## src/sv/b85_pkg.sv

```systemverilog
package b85_pkg;

   // Digits in one full group and queue sizing
   localparam int GRP_DIGITS  = 5;
   localparam int DIGIT_IDX_W = $clog2(GRP_DIGITS);
   localparam int QUEUE_DEPTH = 2;
   localparam int QPTR_W      = (QUEUE_DEPTH > 1) ? $clog2(QUEUE_DEPTH) : 1;
   localparam int QCNT_W      = $clog2(QUEUE_DEPTH + 1);

   // x / 85 == (x * RECIP_85) >> RECIP_SHIFT for every 32-bit x
   localparam logic [31:0] RECIP_85    = 32'hC0C0C0C1;
   localparam int          RECIP_SHIFT = 38;
   localparam int          QUOT_W      = 64 - RECIP_SHIFT;

   // ASCII bases of the alphabet ranges
   localparam logic [6:0] CHR_DIGIT_BASE = 7'd48;
   localparam logic [6:0] CHR_UPPER_OFFS = 7'd55;
   localparam logic [6:0] CHR_LOWER_OFFS = 7'd61;
   localparam logic [6:0] CHR_PUNCT_IDX  = 7'd62;
   localparam logic [6:0] CHR_LAST       = 7'd126;

   // Punctuation tail of the alphabet: !#$%&()*+-;<=>?@^_`{|}~
   localparam logic [6:0] PUNCT_CHARS [23] = '{
      7'd33, 7'd35, 7'd36, 7'd37, 7'd38, 7'd40, 7'd41, 7'd42,
      7'd43, 7'd45, 7'd59, 7'd60, 7'd61, 7'd62, 7'd63, 7'd64,
      7'd94, 7'd95, 7'd96, 7'd123, 7'd124, 7'd125, 7'd126
   };

   // One closed group waiting for conversion
   typedef struct packed {
      logic [31:0] value;
      logic [2:0]  ndig;
      logic        fin;
   } job_type;

   // One converted group, digit 0 is the most significant
   typedef struct packed {
      logic [GRP_DIGITS-1:0][6:0] digits;
      logic [2:0]                 ndig;
      logic                       fin;
   } grp_type;

   // Map a digit value to its alphabet character
   function automatic logic [6:0] b85_char(input logic [6:0] d);
      logic [6:0] c;
      if (d < 7'd10) begin
         c = CHR_DIGIT_BASE + d;
      end else if (d < 7'd36) begin
         c = CHR_UPPER_OFFS + d;
      end else if (d < 7'd62) begin
         c = CHR_LOWER_OFFS + d;
      end else if (d < 7'd85) begin
         c = PUNCT_CHARS[5'(d - CHR_PUNCT_IDX)];
      end else begin
         c = CHR_LAST;
      end
      return c;
   endfunction

endpackage

```

## src/sv/b85_queue.sv

```systemverilog
module b85_queue
   import b85_pkg::*;
(
   input  logic    clock,
   input  logic    reset,
   input  logic    push,
   input  job_type push_job,
   output logic    full,
   input  logic    pop,
   output job_type pop_job,
   output logic    empty
);

   job_type             mem_ff [QUEUE_DEPTH];
   logic [QPTR_W-1:0]   wr_ptr_ff, wr_ptr_in;
   logic [QPTR_W-1:0]   rd_ptr_ff, rd_ptr_in;
   logic [QCNT_W-1:0]   count_ff, count_in;
   logic                do_push;
   logic                do_pop;

   assign full    = (count_ff == QCNT_W'(QUEUE_DEPTH));
   assign empty   = (count_ff == '0);
   assign do_push = push && !full;
   assign do_pop  = pop && !empty;
   assign pop_job = mem_ff[rd_ptr_ff];

   // Advance pointers with wrap and track fill
   always_comb begin
      wr_ptr_in = wr_ptr_ff;
      rd_ptr_in = rd_ptr_ff;
      count_in  = count_ff;
      if (do_push) begin
         wr_ptr_in = (wr_ptr_ff == QPTR_W'(QUEUE_DEPTH - 1)) ? '0 : wr_ptr_ff + 1'b1;
      end
      if (do_pop) begin
         rd_ptr_in = (rd_ptr_ff == QPTR_W'(QUEUE_DEPTH - 1)) ? '0 : rd_ptr_ff + 1'b1;
      end
      if (do_push && !do_pop) begin
         count_in = count_ff + QCNT_W'(1);
      end else if (do_pop && !do_push) begin
         count_in = count_ff - QCNT_W'(1);
      end
   end

   always_ff @(posedge clock) begin
      if (reset) begin
         wr_ptr_ff <= '0;
         rd_ptr_ff <= '0;
         count_ff  <= '0;
      end else begin
         wr_ptr_ff <= wr_ptr_in;
         rd_ptr_ff <= rd_ptr_in;
         count_ff  <= count_in;
      end
   end

   // Store entries
   always_ff @(posedge clock) begin
      if (do_push) begin
         mem_ff[wr_ptr_ff] <= push_job;
      end
   end

endmodule

```

## config.mk

```make
export PLATFORM = sky130hd
export DESIGN_NAME = b85_queue
export DESIGN_NICKNAME = d
export VERILOG_FILES = /design/src/sv/b85_pkg.sv /design/src/sv/b85_queue.sv
export SDC_FILE = /design/constraint.sdc
export NUM_CORES = 1
export LEC_CHECK = 0
export BUFFER_PORTS_ARGS = -buffer_cell sky130_fd_sc_hd__buf_2
export CAP_MARGIN = 20
export CORE_MARGIN = 3
export CORE_UTILIZATION = 47
export CTS_CLUSTER_DIAMETER = 60
export DETAILED_ROUTE_END_ITERATION = 6
export HOLD_SLACK_MARGIN = 0.15
export PLACE_DENSITY = 0.82
export SYNTH_ARGS = -nofsm -noshare
export SYNTH_HDL_FRONTEND = slang
export SYNTH_SLANG_ARGS = --single-unit
```

## constraint.sdc

```tcl
create_clock -name clock -period 2.7 [get_ports clock]
set_input_delay 0.405 -clock clock [delete_from_list [all_inputs] [get_ports clock]]
set_output_delay 0.405 -clock clock [all_outputs]
set_load 0.02 [all_outputs]
```

## Word level (Yosys, flattened, before mapping)

Memories as Yosys holds them, arrays and structs flattened. A register that Yosys moved wholly into a read port is not among the register bits.
Cells that the tools add are included.

- Register bits after elaboration: 4
- Latch bits: 0
- Bits in writable memories: 72
- ROM bits: 0
- Output and inout port bits: 38
- Word-level logic and storage cells: 27
- Memories kept: 1

- $add $sub $neg: 4
- Multipliers: 0
- Div/mod/pow operators: 0
- Order comparisons: 0
- Equal/unequal tests: 1
- Shift operators: 0
- Mux-type cells: 8
- Bitwise gates (word level): 0
- Reduce and logical (&&, ||, !) cells: 10

Memory list:

| name | depth | width | rd ports | clocked after Yosys merged registers in | wr ports | RTL line | source |
|---|---|---|---|---|---|---|---|
| mem_ff | 2 | 36 | 1 | 1 | 1 | b85_queue.sv:14 | `job_type mem_ff [QUEUE_DEPTH];` |

Operators by type and width:

| cell | count |
|---|---|
| $mux W1 | 6 |
| $logic_and A1 B1 Y1 | 4 |
| $logic_not A1 Y1 | 4 |
| $mux W2 | 2 |
| $add A1 B1 Y1 const B | 2 |
| $add A2 B1 Y2 const B | 1 |
| $eq A2 B2 Y1 const B | 1 |
| $logic_not A2 Y1 | 1 |
| $reduce_bool A2 Y1 | 1 |
| $sub A2 B1 Y2 const B | 1 |

## Depth between registers and ports, before layout

- Depth after elaboration: 7
- Mapped depth: 6
- Gate-level depth less buffers: 6

## Worst setup path before layout

No wires, ideal clock.

- Kind: flip-flop to flip-flop
- From: register count_ff[1]
- To: memory mem_ff[0][0] (netlist bit), enable pin
- Library setup time: 391 ps
- Data arrival time: 1,567 ps
- Required time: 2,309 ps
- Setup slack: 742 ps
- Cell stages (with the launch flop): 4
- Buffers on the path: 0
- Cell sequence: dfxtp_1 > nor2b_2 > or3_1 > inv_1

- Word-level cells in the longest chain between the ends: 5

RTL lines:

| element | RTL line | source |
|---|---|---|
| start: declaration | b85_queue.sv:17 | `logic [QCNT_W-1:0] count_ff, count_in;` |
| start signal: assignment | b85_queue.sv:53 | `count_ff <= count_in;` |
| $eq A2 B2 Y1 | b85_queue.sv:21 | `assign full = (count_ff == QCNT_W'(QUEUE_DEPTH));` |
| named net full | b85_queue.sv:8 | `output logic full,` |
| $logic_not A1 Y1 | b85_queue.sv:23 | `assign do_push = push && !full;` |
| $logic_and A1 B1 Y1 | b85_queue.sv:23 |  |
| $mux W1 | b85_queue.sv:59 | `if (do_push) begin` |
| $mux W1 (not written as such) | b85_queue.sv:60 | `mem_ff[wr_ptr_ff] <= push_job;` |
| end: declaration | b85_queue.sv:14 |  |

The timed path passes the listed nets, and every way through them passes these cells.

==> impl_metrics.prom <==
# TYPE chip_impl_metric gauge
chip_impl_metric{name="ff2ff_path_depth",unit=""} 4
chip_impl_metric{name="clock_power_share",unit="%"} 23.7
chip_impl_metric{name="clock.fmax",unit="MHz"} 460.5
chip_impl_info{name="crit_type",value="register to output pin"} 1
chip_impl_info{name="synth_top_family_by_area",value="multiplexers"} 1
chip_impl_metric{name="p_int",unit="mW"} 2.313
chip_impl_metric{name="routed_wirelength",unit="um"} 4628
chip_impl_metric{name="post_cts_repair_setup_buffers",unit=""} 0
chip_impl_metric{name="ys_seq_elements",unit=""} 77
chip_impl_metric{name="cts.sink_count",unit=""} 77
chip_impl_metric{name="count_of_unique_library_cells_instantiated_by_yosys",unit=""} 14
chip_impl_metric{name="final_antenna_net_count",unit=""} 0
chip_impl_metric{name="detailedRoute.firstIterationViolations",unit=""} 73
chip_impl_metric{name="areaGrowthSynthToFinish",unit="%"} 24.20
chip_impl_metric{name="pre_cts_ws",unit="ns"} 0.8673
chip_impl_metric{name="clock_insertion_delay_worst_skew",unit="ns"} 0.33
chip_impl_info{name="tritoncts",value="done"} 1
chip_impl_metric{name="synth_area_per_cell",unit="um2"} 20.49
chip_impl_metric{name="cp.required",unit="ns"} 2.30
chip_impl_info{name="rsz0062_at_grt",value="no"} 1
chip_impl_metric{name="synth.yosys.seq_area_share",unit="%"} 80.57
chip_impl_info{name="mostFrequentLayoutCell",value="buf_2"} 1
chip_impl_metric{name="die_width",unit="um"} 83.29
chip_impl_metric{name="yosys.area_share.adder",unit="%"} 0.4456
chip_impl_metric{name="grt_antenna_before_repair",unit=""} 0
chip_impl_metric{name="design.core.area",unit="um2"} 5642
chip_impl_metric{name="power.leakage",unit="nW"} 1.330
chip_impl_metric{name="hold_ws",unit="ns"} 0.2578
chip_impl_metric{name="report.final.hold_viol_count",unit=""} 0
chip_impl_metric{name="via_count",unit=""} 1483
chip_impl_metric{name="max_slew_margin",unit="%"} 67.57
chip_impl_metric{name="fp-row-count",unit=""} 27
chip_impl_metric{name="fin_nets",unit=""} 268
chip_impl_metric{name="die_h",unit="um"} 83.29
chip_impl_metric{name="worst_case_setup_margin_in_the_final_layout",unit="ns"} 0.5286
chip_impl_metric{name="antennaDiodeCount",unit=""} 0
chip_impl_metric{name="synth_net_count",unit=""} 178
chip_impl_metric{name="drt_first_pass_iters",unit=""} 4
chip_impl_metric{name="synth_simple_gate_area_share",unit="%"} 1.649
chip_impl_metric{name="finalClockSkew",unit="ns"} 0.005840
chip_impl_info{name="r2r-start",value="count_ff[1]$_SDFFE_PP0P_"} 1
chip_impl_metric{name="share_comb_of_total_power",unit="%"} 28.3
chip_impl_metric{name="final-setup-viol-count",unit=""} 0
chip_impl_metric{name="starting_density_of_the_core",unit="%"} 49.77
chip_impl_metric{name="remaining_drc_errors",unit=""} 0
chip_impl_metric{name="grt_max_degree",unit=""} 22
chip_impl_metric{name="design.die.area",unit="um2"} 6937
chip_impl_metric{name="synth_xor_area_share",unit="%"} 0.9358
chip_impl_metric{name="compound_gate_portion_of_the_synthesized_area",unit="%"} 0.8913
chip_impl_info{name="end_kind",value="output pin"} 1
chip_impl_metric{name="p_per_area",unit="nW/um2"} 951.2
chip_impl_metric{name="netSwitchingFraction",unit="%"} 30.26
chip_impl_metric{name="muxShareOfSynthArea",unit="%"} 14.44
chip_impl_metric{name="design.portCount",unit=""} 78
chip_impl_metric{name="htree_levels",unit=""} 3
chip_impl_metric{name="cts-hold-fix-buffers",unit=""} 0
chip_impl_metric{name="irDropWorstVdd",unit="V"} 0.0005284
chip_impl_metric{name="largest_driver_fanout_on_the_critical_path",unit=""} 20
chip_impl_metric{name="grt.total_usage",unit="%"} 14.26
chip_impl_metric{name="buffer_ports.inserted",unit=""} 77
chip_impl_metric{name="global_route_wire_length_before_repair",unit="um"} 7596
chip_impl_metric{name="clk_transition_reported_paths",unit="ns"} 0.07
chip_impl_metric{name="fin_tns_setup",unit="ns"} 0
chip_impl_metric{name="finalMaxSlewViolations",unit=""} 0
chip_impl_metric{name="timing.final.crit_share",unit="%"} 80.42
chip_impl_metric{name="share_of_layout_cells_above_drive_strength_1",unit="%"} 58.44
chip_impl_metric{name="sequentialPowerShare",unit="%"} 48.0
chip_impl_metric{name="globalRoute.totalOverflow",unit=""} 0
chip_impl_metric{name="synthesis.yosys.warnings",unit=""} 0
chip_impl_metric{name="synth_area",unit="um2"} 2808
chip_impl_metric{name="wl_per_cell",unit="um"} 15.27
chip_impl_metric{name="syn-instance-count",unit=""} 137
chip_impl_metric{name="postCtsResizedCells",unit=""} 0
chip_impl_info{name="run_status",value="finished clean"} 1
chip_impl_metric{name="finalCriticalPeriod",unit="ns"} 2.171
chip_impl_metric{name="number_of_cells_traversed_by_the_worst_hold_path",unit=""} 1
chip_impl_metric{name="dpl.hpwl",unit="um"} 3183
chip_impl_metric{name="cts_buffer_depth",unit=""} 2
chip_impl_metric{name="drv.max_cap_violation_count",unit=""} 0
chip_impl_info{name="cts-root-buf",value="clkbuf_8"} 1
chip_impl_info{name="critical_path.startpoint_type",value="register"} 1
chip_impl_info{name="layout.cells.most_common_list",value="buf_2, edfxtp_1, mux2_2, clkbuf_8, buf_4"} 1
chip_impl_metric{name="tightest_slew",unit="ns"} 0.4865
chip_impl_metric{name="total_switching_power",unit="mW"} 1.004
chip_impl_info{name="min-delay-path-class",value="input port to register"} 1
chip_impl_metric{name="via_count_of_the_first_global_routing_pass",unit=""} 1566
chip_impl_metric{name="cts_inserted_buffers",unit=""} 9
chip_impl_metric{name="viasPerCell",unit=""} 4.894
chip_impl_metric{name="worst-endpoint-arrival",unit="ns"} 1.77
chip_impl_metric{name="routabilityCongestion",unit=""} 0.7312
chip_impl_info{name="worst_hold_startpoint",value="push_job[12]"} 1
## layer usage
layer | up-vias | routed length, um | part of all wire, % | track usage, %
met5 | - | 0 | 0 | 0
met4 | 0 | 90 | 1.9 | 7.578
met3 | 10 | 298 | 6.4 | 3.968
met2 | 51 | 2316 | 50 | 23.32
met1 | 709 | 1923 | 42 | 17.14
li1 | 713 | - | - | -
## power groups by stage
| stage | clock, mW | combinational [mW] | sequential [mW] |
|---|---|---|---|
| 2_1_floorplan | 0 | 0.690 | 1.57 |
| 3_3_place_gp | 0 | 0.940 | 1.61 |
| 3_5_place_dp | 0 | 0.946 | 1.62 |
| 4_1_cts | 0.811 | 0.950 | 1.60 |
| 5_1_grt | 0.868 | 1.02 | 1.61 |
| 6_report | 0.786 | 0.939 | 1.59 |
## flip-flops by register name, indices dropped and copies added (netlist names), named ones only
signal,flops
rd_ptr_ff,1
wr_ptr_ff,1
mem_ff,72
count_ff,2
## worst max-delay path: stages, from the launching register on
cell	delay, ns
dfxtp_2	0.63
buf_4	0.28
mux2_2	0.35
buf_2	0.16
## per-stage QoR
stage               cell area, um2  std cells  util [%]  power (mW)
floorplan                     2808        137         -       2.255
global placement              3308        288     58.64       2.549
detailed placement            3308        288     58.64       2.567
CTS                           3487        303     61.81       3.358
global route                  3487        303     61.81       3.495
finish                        3487        303     61.81       3.317
## final cells by class
cell class                      instances  area [um2]
Multi-Input combinational cell         54       516.7
Timing Repair Buffer                   83       430.4
Clock buffer                            9       123.9
Tap cell                               72       90.09
Sequential cell                        77        2263
Clock inverter                          6       55.05
Inverter                                2       7.507
Fill cell                             419        2155
## cells in the mapped netlist
cell type  instances  area [um2]
nor2_1             5       18.77
buf_4              1       7.510
and2_1             1       6.260
o21ai_0            3       15.01
nor2b_2            1       8.760
xor2_1             3       26.28
dfxtp_1            5       100.1
inv_1              2       7.510
ha_1               1       12.51
mux2_2            36       405.4
or3_1              2       12.51
buf_2              3       15.01
edfxtp_1          72        2162
a21oi_1            2       10.01
## final timing paths
kind                                                 to  slack [ns]
worst max register to register  mem_ff[1][13]$_DFFE_PP_        1.12
worst max-delay path                         pop_job[4]        0.53
worst min-delay path            mem_ff[0][12]$_DFFE_PP_        0.26
worst min register to register   wr_ptr_ff$_SDFFE_PP0P_        0.51
## kinds of logic after synthesis
group                    Yosys count
adder cells (fa/ha/maj)            1
multiplexers                      36
XOR/XNOR                           3
flip-flops                        77
AO/OA/AOI/OAI                      5
AND/OR/NAND/NOR                    9
buffers and inverters              6
No activity file was read; power rests on OpenSTA's default activity.
