--- config.mk ---
export PLATFORM = sky130hd
export DESIGN_NAME = b85_emit
export DESIGN_NICKNAME = d
export VERILOG_FILES = /design/src/sv/b85_pkg.sv /design/src/sv/b85_emit.sv
export SDC_FILE = /design/constraint.sdc
export NUM_CORES = 1
export LEC_CHECK = 0
export ABC_AREA = 1
export BUFFER_PORTS_ARGS = -buffer_cell sky130_fd_sc_hd__buf_2
export CORE_ASPECT_RATIO = 1.5
export CORE_MARGIN = 8
export CORE_UTILIZATION = 45
export DETAILED_ROUTE_END_ITERATION = 6
export PLACE_DENSITY = 0.72
export SYNTH_ARGS = -nofsm -noshare
export SYNTH_HDL_FRONTEND = slang
export SYNTH_SLANG_ARGS = --single-unit
export TNS_END_PERCENT = 1
--- constraint.sdc ---
create_clock -name clock -period 4.6 [get_ports clock]
set_clock_uncertainty 0.15 [all_clocks]
set_input_delay 0.92 -clock clock [delete_from_list [all_inputs] [get_ports clock]]
set_output_delay 0.92 -clock clock [all_outputs]
set_load 0.005 [all_outputs]
--- src/sv/b85_pkg.sv ---
package b85_pkg;

   // Digits in one full group and queue sizing
   localparam int GRP_DIGITS  = 5;
   localparam int DIGIT_IDX_W = $clog2(GRP_DIGITS);
   localparam int QUEUE_DEPTH = 2;
   localparam int QPTR_W      = (QUEUE_DEPTH > 1) ? $clog2(QUEUE_DEPTH) : 1;
   localparam int QCNT_W      = $clog2(QUEUE_DEPTH + 1);

   // x / 85 == (x * RECIP_85) >> RECIP_SHIFT for every 32-bit x
   localparam logic [31:0] RECIP_85    = 32'hC0C0C0C1;
   localparam int          RECIP_SHIFT = 38;
   localparam int          QUOT_W      = 64 - RECIP_SHIFT;

   // ASCII bases of the alphabet ranges
   localparam logic [6:0] CHR_DIGIT_BASE = 7'd48;
   localparam logic [6:0] CHR_UPPER_OFFS = 7'd55;
   localparam logic [6:0] CHR_LOWER_OFFS = 7'd61;
   localparam logic [6:0] CHR_PUNCT_IDX  = 7'd62;
   localparam logic [6:0] CHR_LAST       = 7'd126;

   // Punctuation tail of the alphabet: !#$%&()*+-;<=>?@^_`{|}~
   localparam logic [6:0] PUNCT_CHARS [23] = '{
      7'd33, 7'd35, 7'd36, 7'd37, 7'd38, 7'd40, 7'd41, 7'd42,
      7'd43, 7'd45, 7'd59, 7'd60, 7'd61, 7'd62, 7'd63, 7'd64,
      7'd94, 7'd95, 7'd96, 7'd123, 7'd124, 7'd125, 7'd126
   };

   // One closed group waiting for conversion
   typedef struct packed {
      logic [31:0] value;
      logic [2:0]  ndig;
      logic        fin;
   } job_type;

   // One converted group, digit 0 is the most significant
   typedef struct packed {
      logic [GRP_DIGITS-1:0][6:0] digits;
      logic [2:0]                 ndig;
      logic                       fin;
   } grp_type;

   // Map a digit value to its alphabet character
   function automatic logic [6:0] b85_char(input logic [6:0] d);
      logic [6:0] c;
      if (d < 7'd10) begin
         c = CHR_DIGIT_BASE + d;
      end else if (d < 7'd36) begin
         c = CHR_UPPER_OFFS + d;
      end else if (d < 7'd62) begin
         c = CHR_LOWER_OFFS + d;
      end else if (d < 7'd85) begin
         c = PUNCT_CHARS[5'(d - CHR_PUNCT_IDX)];
      end else begin
         c = CHR_LAST;
      end
      return c;
   endfunction

endpackage

--- src/sv/b85_emit.sv ---
module b85_emit
   import b85_pkg::*;
(
   input  logic       clock,
   input  logic       reset,
   input  logic       grp_valid,
   input  grp_type    grp,
   output logic       grp_ready,
   output logic       rsp_valid,
   input  logic       rsp_stall,
   output logic [6:0] rsp_out_char,
   output logic       rsp_group_end,
   output logic       rsp_message_end
);

   grp_type                slot_ff;
   logic                   slot_valid_ff, slot_valid_in;
   logic [DIGIT_IDX_W-1:0] idx_ff, idx_in;
   logic                   rsp_valid_ff, rsp_valid_in;
   logic [6:0]             char_ff;
   logic                   group_end_ff;
   logic                   message_end_ff;
   logic                   advance;
   logic                   emit;
   logic                   last;
   logic                   load;

   assign advance   = !rsp_valid_ff || !rsp_stall;
   assign emit      = slot_valid_ff && advance;
   assign last      = (idx_ff == (slot_ff.ndig - 3'd1));
   assign grp_ready = !slot_valid_ff || (emit && last);
   assign load      = grp_valid && grp_ready;

   // Walk the slot one character per word, free it on the last one
   always_comb begin
      slot_valid_in = load || (slot_valid_ff && !(emit && last));
      idx_in        = idx_ff;
      if (emit) begin
         idx_in = last ? '0 : idx_ff + DIGIT_IDX_W'(1);
      end
      rsp_valid_in = emit || (rsp_valid_ff && rsp_stall);
   end

   always_ff @(posedge clock) begin
      if (reset) begin
         slot_valid_ff <= 1'b0;
         idx_ff        <= '0;
         rsp_valid_ff  <= 1'b0;
      end else begin
         slot_valid_ff <= slot_valid_in;
         idx_ff        <= idx_in;
         rsp_valid_ff  <= rsp_valid_in;
      end
   end

   // Capture group and output word payloads
   always_ff @(posedge clock) begin
      if (load) begin
         slot_ff <= grp;
      end
      if (emit) begin
         char_ff        <= b85_char(slot_ff.digits[idx_ff]);
         group_end_ff   <= last;
         message_end_ff <= last && slot_ff.fin;
      end
   end

   assign rsp_valid       = rsp_valid_ff;
   assign rsp_out_char    = char_ff;
   assign rsp_group_end   = group_end_ff;
   assign rsp_message_end = message_end_ff;

endmodule

# [After elaboration in Yosys (flattened, before gate mapping)]
# Memories as Yosys holds them, arrays and structs flattened.
# Index checks and enable logic that the tools add are counted.
[word_totals] romBits=224 n_memories=1 input_bits=43 regBits=53
[op_classes] n_lt_le_gt_ge=6 reduce_logical=14 n_bitwise=1 n_mux=9 eq_ne=1 n_addsub=6
[memory_table] name="(name not given)" depth=32 width=7 read_ports=1 rd_ports_with_merged_regs=0 wr=0 line_no="b85_pkg.sv:53" source="c = PUNCT_CHARS[5'(d - CHR_PUNCT_IDX)];"
[ops] operator="2-to-1 mux 7 bit" count=7
[ops] operator="adder 6 x 7 -> 7 bit, first input constant" count=3
[ops] operator="binary-select mux 7 bit (select 3 bit)" count=1
[ops] operator="< comparator 7 x 6 -> 1 bit, second input constant" count=2
[ops] operator="< comparator 7 x 4 -> 1 bit, second input constant" count=1
[ops] operator="< comparator 7 bit, second input constant" count=1
[ops] operator="greater-or-equal comparator 6 bit, second input constant" count=1
[ops] operator="logical AND 1 bit" count=6
[ops] operator="NOT 5 -> 6 bit" count=1
[ops] operator="subtractor 5 bit, second input constant" count=1
[ops] operator="zero test 1 bit" count=4
[ops] operator="logical OR 1 bit" count=4
[ops] operator="< comparator 3 x 4 -> 1 bit, second input constant" count=1
[ops] operator="adder 3 x 1 -> 3 bit, second input constant" count=1
[ops] operator="== test 3 bit" count=1
[ops] operator="2-to-1 mux 3 bit" count=1
[ops] operator="subtractor 3 x 1 -> 3 bit, second input constant" count=1

# [Logic depth before layout (Yosys ltp)]
[depth] depth_word=11 mapped_depth=20

# [Worst setup path before layout]
# Ideal clock, no wire load.
[synth_path] path_kind="input port to flip-flop" start="input port rsp_stall" end="register slot_ff[0] (netlist name), enable pin" path_stages=5 path_slack_ns=0.611 arrival_time_ns=3.391 path_buffers=0 setup_time_ns=0.448 cell_sequence="nand2_1 nand2_1 inv_1 nand2_1 a21oi_1"
[synth_via] elab_chain_cells=6
[synth_lines] element="start, declared" line_no="b85_emit.sv:10" source="input logic rsp_stall,"
[synth_lines] element="zero test 1 bit" line_no="b85_emit.sv:28" source="assign advance = !rsp_valid_ff || !rsp_stall;"
[synth_lines] element="logical OR 1 bit" line_no="b85_emit.sv:28"
[synth_lines] element="logical AND 1 bit" line_no="b85_emit.sv:29" source="assign emit = slot_valid_ff && advance;"
[synth_lines] element="via emit" line_no="b85_emit.sv:24" source="logic emit;"
[synth_lines] element="logical AND 1 bit" line_no="b85_emit.sv:31" source="assign grp_ready = !slot_valid_ff || (emit && last);"
[synth_lines] element="logical OR 1 bit" line_no="b85_emit.sv:31"
[synth_lines] element="logical AND 1 bit" line_no="b85_emit.sv:32" source="assign load = grp_valid && grp_ready;"
[synth_lines] element="via load" line_no="b85_emit.sv:26" source="logic load;"
[synth_lines] element="end signal, assigned" line_no="b85_emit.sv:59" source="slot_ff <= grp;"
[synth_lines] element="end, declared" line_no="b85_emit.sv:16" source="grp_type slot_ff;"
# The timed path passes the listed nets, and every way through them passes these cells.
# A chain may end at the register's enable or synchronous reset.

# [Worst setup path after layout]
[layout_path] start="register idx_ff[0]" end="register char_ff[2], in the netlist rsp_out_char[2], data pin"
[layout_via] elab_chain_cells=11 elab_cells_between_ends=18 cone_classes="add/sub (4); order compare (4); mux (8); bitwise (1); memory (1)"
[layout_lines] element="start, declared" line_no="b85_emit.sv:18" source="logic [DIGIT_IDX_W-1:0] idx_ff, idx_in;"
[layout_lines] element="start signal, assigned" line_no="b85_emit.sv:51" source="idx_ff <= idx_in;"
[layout_lines] element="binary-select mux 7 bit (select 3 bit) (*)" line_no="b85_emit.sv:62" source="char_ff <= b85_char(slot_ff.digits[idx_ff]);"
[layout_lines] element="2-to-1 mux 7 bit (implied by the code) (*)" line_no="b85_emit.sv:62"
[layout_lines] element="subtractor 5 bit" line_no="b85_pkg.sv:53"
[layout_lines] element="NOT 5 -> 6 bit (implied by the code)" line_no="b85_pkg.sv:53"
[layout_lines] element="memory (32 x 7 bit)"
[layout_lines] element="2-to-1 mux 7 bit (implied by the code) (2 in series)" line_no="b85_pkg.sv:53"
[layout_lines] element="2-to-1 mux 7 bit" line_no="b85_pkg.sv:52" source="end else if (d < 7'd85) begin"
[layout_lines] element="2-to-1 mux 7 bit" line_no="b85_pkg.sv:50" source="end else if (d < 7'd62) begin"
[layout_lines] element="2-to-1 mux 7 bit" line_no="b85_pkg.sv:48" source="end else if (d < 7'd36) begin"
[layout_lines] element="2-to-1 mux 7 bit (*)" line_no="b85_pkg.sv:46" source="if (d < 7'd10) begin"
[layout_lines] element="end signal, assigned" line_no="b85_emit.sv:62"
[layout_lines] element="end, declared" line_no="b85_emit.sv:20" source="logic [6:0] char_ff;"
# Mark *: on every way between the ends. The rest lies on a longest branch, timed or not. The select of a mux whose other input is x is not followed.

==> results by group <==
Status
  • Status: complete, no violations

Clock network
  • CTS HTree Levels: 2
  • CTS Buf Count: 5
  • Post-CTS Hold Buffers: 0
  • Clk buf depth: 2
  • Clock-pin slew on the worst setup and hold paths: 90 ps
  • Worst-Skew Late Latency: 320 ps
  • Post-CTS setup buffers: 0
  • TritonCTS Sinks: 53
  • PostCTS Resize Cnt: 0
  • CTS tree: done
  • CTS Root Buffer Type: clkbuf_8

Final layout
  • Fraction of layout cells with a size suffix above 1: 23.45%
  • Commonest non-fill, non-tap cell in the layout: nand2_1
  • Area growth, synth to finish: 14.22%
  • Diode count: 0
  • Most frequent cells in the layout: nand2_1, buf_2, edfxtp_1, nand3_1, inv_1
  • Post-layout net count: 446

Floorplanning
  • Die width: 82.48 um
  • Die height: 115.7 um
  • Num rows: 36
  • Die area: 9544 sq um
  • Core area: 6441 sq um
  • Initial Util: 46.31%
  • Ports: 54

Place
  • Pre-CTS WS: 1143 ps
  • Routability congestion estimate: 0.9860
  • Port Buf Inserts: 53
  • Post-DP HPWL: 4845 um

GRT
  • First-pass GRT wire length: 10560 um
  • Initial antenna violation count: 0
  • Largest net degree at the start of global routing: 30
  • Number of global-route vias before repair: 2348
  • Total grt overflow: 0
  • GRT Util Overall: 14.49%

Yosys
  • Synth unique cells: 33
  • Top cells by area, synth: edfxtp_1, nand2_1, ha_1
  • Post-synth top area share: 48.32%
  • Syn nets: 390
  • Ys flop type: edfxtp_1
  • YS warnings: 0
  • Flops & latches, synth: 53
  • Netlist Area Pre-Place: 2983 sq um
  • Number of cells produced by synthesis: 331
  • Register area share after synthesis: 51.68%
  • Post-synth top area cell: edfxtp_1
  • Number of enable flip-flop cells after synthesis: 48
  • Post-synthesis average cell area: 9.012 sq um
  • Async set-reset flop share out of synthesis: 0%

Timing
  • Worst hold margin: 343.0 ps
  • Final hold viol count: 0
  • Fmax: 285.0 MHz
  • Final Setup Violations: 0
  • Tmin final: 3509 ps
  • Worst-margin pin slew: 846.7 ps
  • Final period utilization: 76.27%
  • Min setup slack post-route: 1091 ps
  • Max_slew headroom: 43.43%
  • Final setup TNS: 0 ps
  • Final slew viol count: 0
  • RSZ-0062 raised after global routing: no

Power and ir drop
  • Peak VDD IR: 0.0002366 V
  • Pwr dens: 375.1 nW/um^2
  • Leakage: 1.548 nW

Routing
  • Final WL: 6231 um
  • Drt drc: 0
  • Routed wire length per instance: 13.43 um
  • Vias/cell: 5.091
  • Via count: 2362
  • Iteration-0 DRC Markers: 215
  • Drt first pass iters: 4
  • Number of nets still failing antenna checks after routing: 0

Critical path
  • Critical path startpoint category: flop
  • Crit path arrival time: 3540 ps
  • Critical path cell sequence: nand2_1 > nand3_1 > nand3_1 > nand2_1 > inv_1 > ha_1 > clkinv_1 > or2_2 > nand2_1 > nand2_1 > nand2_1 > nand2_1 > nand3_1 > nand2_1 > a21oi_1
  • Delay of the slowest cell on the worst path: 800 ps
  • Critical Path End Type: flop
  • Data required time at the worst endpoint: 4630 ps
  • Critical path class: reg2reg
  • Crit path max fanout: 19
  • Slowest-stage cell, CP: dfxtp_1
  • Most frequent CP cell: nand2_1

Job
  • Max-cap violations: 0

Worst hold path
  • Hold WC Path Type: reg2reg
==> cell families (layout without fill, tap and decap cells) <==
family,Yosys count,after routing,synth area share [%]
compound gates,35,35,7.131
xor+xnor,6,6,1.762
fa+ha+maj,16,16,6.711
buf+inv,42,99,6.501
flops,53,53,51.68
simple gates,179,179,26.22
==> routing by layer <==
layer	part of all wire, %	global-route usage [%]	up-vias
li1	-	-	1202
met1	38	15.16	1063
met2	53	25.43	73
met3	4.6	2.795	24
met4	5.0	8.941	0
met5	0	0	-
==> worst paths after layout <==
path             start         endpoint  slack [ps]  cells past startpoint
min          rsp_valid        rsp_valid         340                      2
max reg2reg  idx_ff[0]  rsp_out_char[2]        1090                     15
min reg2reg  rsp_valid        rsp_valid         340                      2
max          idx_ff[0]  rsp_out_char[2]        1090                     15
==> power breakdown <==
part	switching [mW]	internal [mW]	leakage (nW)
clock	0.146	0.119	0.0486
combinational	0.274	0.145	1.00
sequential	0.0176	0.575	0.498
==> cell usage after synthesis, types with 2 or more instances <==
| cell type | number |
|---|---|
| nand4_1 | 2 |
| nand3_1 | 32 |
| inv_2 | 7 |
| edfxtp_1 | 48 |
| ha_1 | 16 |
| a21oi_1 | 20 |
| xor2_1 | 4 |
| nand2_4 | 2 |
| dfxtp_1 | 5 |
| o21ai_0 | 5 |
| nand2_1 | 103 |
| buf_4 | 2 |
| buf_6 | 3 |
| o21ai_2 | 2 |
| nand2_2 | 9 |
| o21ai_1 | 2 |
| o211ai_1 | 2 |
| inv_1 | 26 |
| inv_4 | 2 |
| nor2_1 | 25 |
| xnor2_1 | 2 |
==> critical path: cells and delay by family (launching register included) <==
family / cells / cell delay, ps
buffers and inverters: 2 / 480
AO/OA/AOI/OAI: 1 / 110
flip-flops: 1 / 800
adder cells (fa/ha/maj): 1 / 460
AND/OR/NAND/NOR: 11 / 1360
==> layout make-up <==
type | count | area [sq um]
Clock buffer | 6 | 82.58
Multi-Input combinational cell | 236 | 1259
Clock inverter | 2 | 8.758
Timing Repair Buffer | 55 | 280.3
Inverter | 36 | 140.1
Sequential cell | 53 | 1541
Fill cell | 594 | 3034
Tap cell | 76 | 95.09
==> sequential cells by signal, indices dropped and copies added, names as in the netlist <==
name,cells
slot_ff,39
rsp_out_char,7
idx_ff,3
rsp_group_end,1
rsp_message_end,1
rsp_valid,1
slot_valid_ff,1
==> per-stage QoR <==
| stage | total power, mW | std cells | instance area (sq um) | utilization (%) |
|---|---|---|---|---|
| after global placement | 1.009 | 456 | 3316 | 51.48 |
| after detailed placement | 1.016 | 456 | 3316 | 51.48 |
| final | 1.278 | 464 | 3407 | 52.89 |
| after global routing | 1.367 | 464 | 3407 | 52.89 |
| after floorplan | 0.9124 | 331 | 2983 | - |
| after CTS | 1.283 | 464 | 3407 | 52.89 |
(Power assumes the default switching activity.)
