`src/sv/b85_pkg.sv`:
```
package b85_pkg;

   // Digits in one full group and queue sizing
   localparam int GRP_DIGITS  = 5;
   localparam int DIGIT_IDX_W = $clog2(GRP_DIGITS);
   localparam int QUEUE_DEPTH = 2;
   localparam int QPTR_W      = (QUEUE_DEPTH > 1) ? $clog2(QUEUE_DEPTH) : 1;
   localparam int QCNT_W      = $clog2(QUEUE_DEPTH + 1);

   // x / 85 == (x * RECIP_85) >> RECIP_SHIFT for every 32-bit x
   localparam logic [31:0] RECIP_85    = 32'hC0C0C0C1;
   localparam int          RECIP_SHIFT = 38;
   localparam int          QUOT_W      = 64 - RECIP_SHIFT;

   // ASCII bases of the alphabet ranges
   localparam logic [6:0] CHR_DIGIT_BASE = 7'd48;
   localparam logic [6:0] CHR_UPPER_OFFS = 7'd55;
   localparam logic [6:0] CHR_LOWER_OFFS = 7'd61;
   localparam logic [6:0] CHR_PUNCT_IDX  = 7'd62;
   localparam logic [6:0] CHR_LAST       = 7'd126;

   // Punctuation tail of the alphabet: !#$%&()*+-;<=>?@^_`{|}~
   localparam logic [6:0] PUNCT_CHARS [23] = '{
      7'd33, 7'd35, 7'd36, 7'd37, 7'd38, 7'd40, 7'd41, 7'd42,
      7'd43, 7'd45, 7'd59, 7'd60, 7'd61, 7'd62, 7'd63, 7'd64,
      7'd94, 7'd95, 7'd96, 7'd123, 7'd124, 7'd125, 7'd126
   };

   // One closed group waiting for conversion
   typedef struct packed {
      logic [31:0] value;
      logic [2:0]  ndig;
      logic        fin;
   } job_type;

   // One converted group, digit 0 is the most significant
   typedef struct packed {
      logic [GRP_DIGITS-1:0][6:0] digits;
      logic [2:0]                 ndig;
      logic                       fin;
   } grp_type;

   // Map a digit value to its alphabet character
   function automatic logic [6:0] b85_char(input logic [6:0] d);
      logic [6:0] c;
      if (d < 7'd10) begin
         c = CHR_DIGIT_BASE + d;
      end else if (d < 7'd36) begin
         c = CHR_UPPER_OFFS + d;
      end else if (d < 7'd62) begin
         c = CHR_LOWER_OFFS + d;
      end else if (d < 7'd85) begin
         c = PUNCT_CHARS[5'(d - CHR_PUNCT_IDX)];
      end else begin
         c = CHR_LAST;
      end
      return c;
   endfunction

endpackage

```
`src/sv/b85_front.sv`:
```
module b85_front
   import b85_pkg::*;
(
   input  logic       clock,
   input  logic       reset,
   input  logic       req_valid,
   output logic       req_stall,
   input  logic [7:0] req_data_byte,
   input  logic       req_final_byte,
   input  logic       q_full,
   output logic       q_push,
   output job_type    q_job
);

   logic [23:0] held_ff, held_in;
   logic [1:0]  count_ff, count_in;
   logic        accept;
   logic        closes;

   assign req_stall = q_full;
   assign accept    = req_valid && !q_full;
   assign closes    = (count_ff == 2'd3) || req_final_byte;
   assign q_push    = accept && closes;

   // Build the zero-padded group word and its digit count
   always_comb begin
      case (count_ff)
         2'd0:    q_job.value = {req_data_byte, 24'h0};
         2'd1:    q_job.value = {held_ff[7:0], req_data_byte, 16'h0};
         2'd2:    q_job.value = {held_ff[15:0], req_data_byte, 8'h0};
         default: q_job.value = {held_ff, req_data_byte};
      endcase
      q_job.ndig = {1'b0, count_ff} + 3'd2;
      q_job.fin  = req_final_byte;
   end

   // Hold open bytes, drop them once the group closes
   always_comb begin
      held_in  = held_ff;
      count_in = count_ff;
      if (accept) begin
         if (closes) begin
            held_in  = '0;
            count_in = '0;
         end else begin
            held_in  = {held_ff[15:0], req_data_byte};
            count_in = count_ff + 2'd1;
         end
      end
   end

   always_ff @(posedge clock) begin
      if (reset) begin
         held_ff  <= '0;
         count_ff <= '0;
      end else begin
         held_ff  <= held_in;
         count_ff <= count_in;
      end
   end

endmodule

```
`config.mk`:
```
export PLATFORM = sky130hd
export DESIGN_NAME = b85_front
export DESIGN_NICKNAME = d
export VERILOG_FILES = /design/src/sv/b85_pkg.sv /design/src/sv/b85_front.sv
export SDC_FILE = /design/constraint.sdc
export NUM_CORES = 1
export LEC_CHECK = 0
export ABC_AREA = 0
export BUFFER_PORTS_ARGS = -buffer_cell sky130_fd_sc_hd__buf_2
export CAP_MARGIN = 10
export CORE_MARGIN = 2
export CORE_UTILIZATION = 30
export CTS_CLUSTER_DIAMETER = 80
export DETAILED_ROUTE_END_ITERATION = 10
export GPL_ROUTABILITY_DRIVEN = 0
export GPL_TIMING_DRIVEN = 0
export PLACE_DENSITY = 0.53
export RECOVER_POWER = 100
export SYNTH_ARGS = -nofsm -noshare
export SYNTH_HDL_FRONTEND = slang
export SYNTH_SLANG_ARGS = --single-unit
```
`constraint.sdc`:
```
create_clock -name clock -period 4.05 [get_ports clock]
set_input_delay 1.0125 -clock clock [delete_from_list [all_inputs] [get_ports clock]]
set_output_delay 1.0125 -clock clock [all_outputs]
set_load 0.02 [all_outputs]
```
# After elaboration in Yosys (flattened, before gate mapping)

Index checks and enable logic that the tools add are counted.

Bits in registers: 26
Logic and storage cells: 15
Input bits: 13

Eq/ne operators: 3
Reduce and logical (&&, ||, !) cells: 5
Add/subtract/negate cells: 2
Muxes and demuxes: 3

Operators by type and width:

| operator                                                              | number |
|---|---|
| 32-bit one-hot mux with 3 select lines                                | 1 |
| 24-bit 2-to-1 mux                                                     | 1 |
| 2-bit equality test, second input constant                            | 2 |
| 2-bit by 2-bit adder with 3-bit output, second input constant         | 1 |
| 2-bit by 1-bit adder with 2-bit output, second input constant         | 1 |
| 2-bit by 1-bit equality test with 1-bit output, second input constant | 1 |
| 1-bit logical AND                                                     | 2 |
| 2-bit zero test                                                       | 1 |
| 2-bit 2-to-1 mux                                                      | 1 |
| 1-bit zero test                                                       | 1 |
| 1-bit logical OR                                                      | 1 |

# Logic depth before layout (Yosys ltp)

Gate-level depths: netlist (run 1).

Depth after elaboration: 3
Gate-level depth with buffers: 6

# Worst setup path after synthesis (run 1)

No wires, ideal clock.

Kind: flip-flop to output port
From: reg count_ff[1]
To: out q_job[20] in the netlist's numbering
Setup slack: 1,245 ps
Cell stages (with the launch flop): 6
Path buffers: 1
Data arrival time: 1,792 ps
Cells stage by stage: dfxtp_1 inv_1 ha_1 clkbuf_1 a22oi_1 o21ai_0

RTL lines:

| what                     | line            | text |
|---|---|---|
| start: declaration       | b85_front.sv:16 | `logic [1:0] count_ff, count_in;` |
| start signal: assignment | b85_front.sv:58 | `count_ff <= count_in;` |
| end: declaration         | b85_front.sv:12 | `output job_type q_job` |

==> results of run 1 <==
synthesized netlist by cell type (2+ instances only):
| cell type | number | area, sq um |
|---|---|---|
| a22o_1 | 25 | 219.0 |
| nor2_1 | 2 | 7.510 |
| clkbuf_1 | 8 | 30.03 |
| inv_1 | 10 | 37.54 |
| dfxtp_1 | 26 | 520.5 |
| buf_2 | 4 | 20.02 |
| a222oi_1 | 8 | 80.08 |
| and2_1 | 8 | 50.05 |
| buf_4 | 2 | 15.01 |
| nand2_1 | 24 | 90.09 |
| buf_6 | 3 | 33.78 |
| mux2i_1 | 8 | 80.08 |
| ha_1 | 4 | 50.05 |
| o21ai_0 | 16 | 80.08 |
| a22oi_1 | 8 | 60.06 |
registers in the layout, indices dropped and copies added, names as in the netlist:
signal and flops:
held_ff 24, count_ff 2
stage by stage:
stage	power, mW	utilization
global route	0.5760	0.3749
floorplan	0.3130	-
detailed placement	0.3440	0.3751
CTS	0.5598	0.3905
global placement	0.3439	0.3751
finish	0.5510	0.3749
area by class of cell:
cell class | instances | area share
multi-input cells | 107 | 0.4304
flip-flops and latches | 26 | 0.2999
repair buffers | 50 | 0.1204
plain buffers | 17 | 0.04758
well taps | 54 | 0.03893
clock buffers | 3 | 0.02379
inverters | 10 | 0.02163
clock inverters | 1 | 0.01730
per-layer routing:
metal	GRT usage	share of wire	up-vias
li1	-	-	690
met1	0.2515	0.44	678
met2	0.2586	0.47	55
met3	0.04006	0.080	4
met4	0.06379	0.0083	0
met5	0	0	-
worst max-delay path, delay by kind of cell (launching register included):
family,cells,cell delay (ns)
AO/OA/AOI/OAI,1,0.10
adder cells (fa/ha/maj),1,0.19
flip-flops,1,0.43
AND/OR/NAND/NOR,1,0.08
buffers and inverters,4,1.33
final timing paths:
kind | start | endpoint | cells past startpoint
setup / recovery | count_ff[1] | q_job[21] | 7
hold / removal | held_ff[16] | held_ff[16] | 1
setup reg to reg | count_ff[0] | held_ff[8] | 5
hold reg to reg | held_ff[16] | held_ff[16] | 1
logic make-up (layout without fill, tap and decap cells):
kind of cell	Yosys count	in the layout	share of synthesized area
compound gates	57	57	0.3095
fa+ha+maj	4	4	0.03527
flops	26	26	0.3668
buf+inv	27	81	0.09612
mux	9	9	0.06438
simple gates	37	37	0.1279
power breakdown:
group | internal (mW) | switching (mW)
Combinational | 0.0239 | 0.0463
Clock | 0.132 | 0.0851
Sequential | 0.259 | 0.00447
==> impl_metrics.yaml, run 1 <==
status:
  status: "completed"
final_layout:
  n_fill_cell: 514
  drive_gt1_frac: 0.1308
  final_cells: 268
  syn_to_final_growth_pct: 22.31
  multi_input_area_sq_um: 747.0
  final_cell_mix: "clkbuf_1, dfxtp_1, a22o_1"
  antennaDiodeCount: 0
  regArea_sq_um: 520.5
  nets: 232
  mostFrequentLayoutCell: "clkbuf_1"
  stdcell_area_sq_um: 1735
synth:
  ys_types: 19
  ys.flop_type: "dfxtp_1"
  async_flop_share: 0
  yosysWarnings: 0
  postSynthCellCount: 160
  synth_nets: 177
  syn-cell-area_sq_um: 1419
  seq_area_frac_synth: 0.3668
  synth-seq-cells: 26
  synth-edff-count: 0
  synth.avg_cell_area_sq_um: 8.868
placed_design:
  postPlaceCellArea_sq_um: 1737
  placed_cells: 264
  io_buffer_count: 50
  dp_hpwl_mm: 2.907
  pre_cts_slack_ns: 1.226
drt:
  vias: 1427
  first_iter_violations: 227
  drt-wirelength-per-cell_microns: 16.11
  postRouteAntennaNets: 0
  dr.pass1.iters: 4
  routed_wl_mm: 4.317
  drc: 0
  via_per_inst: 5.325
global_routing:
  grt_pass1_vias: 1374
  grt_max_degree: 16
  overflow: 0
  grt_use_total: 0.1759
  grt_first_pass_wirelength_mm: 7.141
  antenna_found_initial: 0
sta:
  rsz0062_at_grt: "no"
  finalSetupViolCount: 0
  final_max_slew_viol_count: 0
  fin_skew_ns: 0.003694
  worst_pin_slew_ns: 1.321
  finalWorstSetupSlack_ns: 0.6324
  final-hold-violation-count: 0
  max-slew-margin-rel: 0.1110
  fin_crit_ns: 3.418
  finalCritPeriodShare: 0.8439
  fmax_ghz: 0.2926
  tns_ns: 0
  whs_ns: 0.4826
floorplanning:
  std_cell_rows: 25
  die-area_sq_um: 5295
  start_util: 0.3065
  die_w_microns: 72.77
  fp.dieH_microns: 72.77
  io_pins: 51
  core_area_sq_um: 4629
clocking:
  cts_tree: "done"
  cts_setup_buffers: 0
  cts_root_buffer: "clkbuf_8"
  postCtsHoldBufs: 0
  clk_latency_ns: 0.27
  cts.path.max_buffers: 2
  clkSlewWorstSetupHoldPaths_ns: 0.09
  clock-sinks: 26
  cts_buffers: 3
  post_cts_resized: 0
  cts_max_level: 1
setup_path:
  slowest_delay_ns: 0.58
  path_cells: "ha_1 -> buf_6 -> clkbuf_1 -> buf_2 -> nand2_1 -> o21ai_0 -> clkbuf_1"
  critPathMostFrequentCell: "clkbuf_1"
  critPathArrivalTime_ns: 2.41
  path_class: "flop to output port"
  crit_slowest_cell: "clkbuf_1"
  worstPathMaxFanout: 10
  ff2ff_setup_slack_ns: 1.46
  cp-start-kind: "flop"
  worstPathRequired_ns: 3.04
  end_kind: "output port"
power_and_ir_drop:
  leakagePower_nw: 0.6194
  pwr_density_cell_nw_per_um2: 317.5
  ir_drop_mv: 0.2039
flow_run:
  maxCapViolCount: 0
hold_path:
  hp-class: "flop to flop"
(Power assumes the default switching activity.)
==> inputs of run 2 (changes only) <==
--- a/config.mk
+++ b/config.mk
@@ -14,7 +14,7 @@
 export DETAILED_ROUTE_END_ITERATION = 10
 export GPL_ROUTABILITY_DRIVEN = 0
 export GPL_TIMING_DRIVEN = 0
-export PLACE_DENSITY = 0.53
+export PLACE_DENSITY = 0.55
 export RECOVER_POWER = 100
 export SYNTH_ARGS = -nofsm -noshare
 export SYNTH_HDL_FRONTEND = slang
==> constraint.sdc (replaced) <==
create_clock -name clock -period 3 [get_ports clock]
set_input_delay 0.75 -clock clock [delete_from_list [all_inputs] [get_ports clock]]
set_output_delay 0.75 -clock clock [all_outputs]
set_load 0.02 [all_outputs]
==> run 2 against run 1 <==
Net effect:
- sequential power increased by 35%
- utilization rose by 0.49 points
- via count decreased by 1.2%
- count of clock-buffer cells in the layout unchanged
- hold slack hardly changed
==> impl_metrics.yaml, run 2 (synthesis gave the netlist of run 1 again) <==
setup_path:
  crit_slowest_cell: "dfxtp_1"
  rr_worst_depth: 5
  path_class: "flop to output port"
  worstPathRequired_ns: 2.25
  slowest_delay_ns: 0.42
  end_kind: "output port"
  cp-start-kind: "flop"
  worstPathMaxFanout: 10
  path_cells: "ha_1 -> buf_6 -> clkbuf_2 -> clkbuf_2 -> nand2_1 -> o21ai_0 -> clkbuf_1"
  critPathMostFrequentCell: "clkbuf_2"
  critPathArrivalTime_ns: 2.09
global_routing:
  grt_first_pass_wirelength_mm: 6.720
  grt_use_total: 0.1664
  antenna_found_initial: 0
  overflow: 0
  grt_max_degree: 16
  grt_pass1_vias: 1246
final_layout:
  n_fill_cell: 524
  drive_gt1_frac: 0.2150
  nets: 232
  syn_to_final_growth_pct: 23.90
  antennaDiodeCount: 0
  largest_register_ffs: 24
  regMostFlops: "held_ff"
  reg_top3: "held_ff (24), count_ff (2)"
  final_cells: 268
  final_cell_mix: "clkbuf_1, dfxtp_1, a22o_1"
  stdcell_area_sq_um: 1758
  fin_util: 0.3797
sta:
  fin_crit_ns: 2.840
  max-slew-margin-rel: 0.1244
  final_max_slew_viol_count: 0
  rsz0062_at_grt: "no"
  tns_ns: 0
  worst_pin_slew_ns: 1.301
  fin_skew_ns: 0.004493
  finalWorstSetupSlack_ns: 0.1601
  finalCritPeriodShare: 0.9466
  finalSetupViolCount: 0
  final-hold-violation-count: 0
  fmax_ghz: 0.3521
drt:
  drt-wirelength-per-cell_microns: 15.94
  drc: 0
  routed_wl_mm: 4.272
  postRouteAntennaNets: 0
  vias: 1410
  first_iter_violations: 173
  dr.pass1.iters: 5
  via_per_inst: 5.261
floorplanning:
  die_w_microns: 72.77
  start_util: 0.3065
  fp.dieH_microns: 72.77
  core_area_sq_um: 4629
  die-area_sq_um: 5295
  io_pins: 51
  std_cell_rows: 25
clocking:
  cts.path.max_buffers: 2
  clk_latency_ns: 0.27
  cts_tree: "done"
  clock-sinks: 26
  cts_root_buffer: "clkbuf_8"
  clkSlewWorstSetupHoldPaths_ns: 0.10
  cts_max_level: 1
  cts_buffers: 3
power_and_ir_drop:
  leakagePower_nw: 0.6792
  pwr_density_cell_nw_per_um2: 425.1
  ir_drop_mv: 0.2319
placed_design:
  dp_hpwl_mm: 2.858
  placed_cells: 264
  pre_cts_slack_ns: 0.4418
  postPlaceCellArea_sq_um: 1737
  io_buffer_count: 50
hold_path:
  hp-class: "flop to flop"
  hold_depth: 1
flow_run:
  maxCapViolCount: 0
status:
  status: "completed"
==> run 2: layout make-up <==
type / count / area, sq um / share of cell area
repair buffers: 50 / 229.0 / 0.1302
flip-flops and latches: 26 / 520.5 / 0.2961
multi-input cells: 107 / 747.0 / 0.4249
inverters: 10 / 37.54 / 0.02135
clock inverters: 1 / 30.03 / 0.01708
clock buffers: 3 / 41.29 / 0.02349
well taps: 54 / 67.56 / 0.03843
plain buffers: 17 / 85.08 / 0.04840
==> run 2: layer usage <==
| layer | share of wire | track usage |
|---|---|---|
| met5 | 0 | 0 |
| met3 | 0.085 | 0.03315 |
| met2 | 0.45 | 0.2545 |
| met4 | 0.010 | 0.04115 |
| met1 | 0.45 | 0.2398 |
==> run 2: path summary, 6_finish.rpt <==
check                     end  slack [ns]        start
setup / recovery    q_job[21]        0.16  count_ff[1]
hold / removal    held_ff[16]        0.48  held_ff[16]
setup reg to reg  held_ff[10]        0.38  count_ff[0]
hold reg to reg   held_ff[16]        0.48  held_ff[16]
==> run 2: per-stage QoR <==
step                hold slack, ns  power [mW]
floorplan                   0.4422      0.4225
global placement            0.4582      0.4644
detailed placement          0.4581      0.4646
CTS                         0.4855      0.7600
global route                0.4961      0.7801
finish                      0.4827      0.7473
==> run 2: repair_timing <==
item,4_1_cts,5_1_grt
endpoints found under the setup margin,0,6
gates resized for setup,0,2
hold buffers,0,0
setup buffers,0,0
==> run 2: critical path: cells and delay by family (launching register included) <==
kind	cells	cell delay [ns]
buffers and inverters	4	1.03
DFF	1	0.42
adders and majority gates	1	0.19
and+or+nand+nor	1	0.08
AOI/OAI and AO/OA	1	0.08
==> run 2: power breakdown <==
| part | total (mW) | internal, mW | switching [mW] |
|---|---|---|---|
| clock network | 0.295 | 0.179 | 0.116 |
| logic | 0.0966 | 0.0339 | 0.0627 |
| registers | 0.356 | 0.350 | 0.00591 |
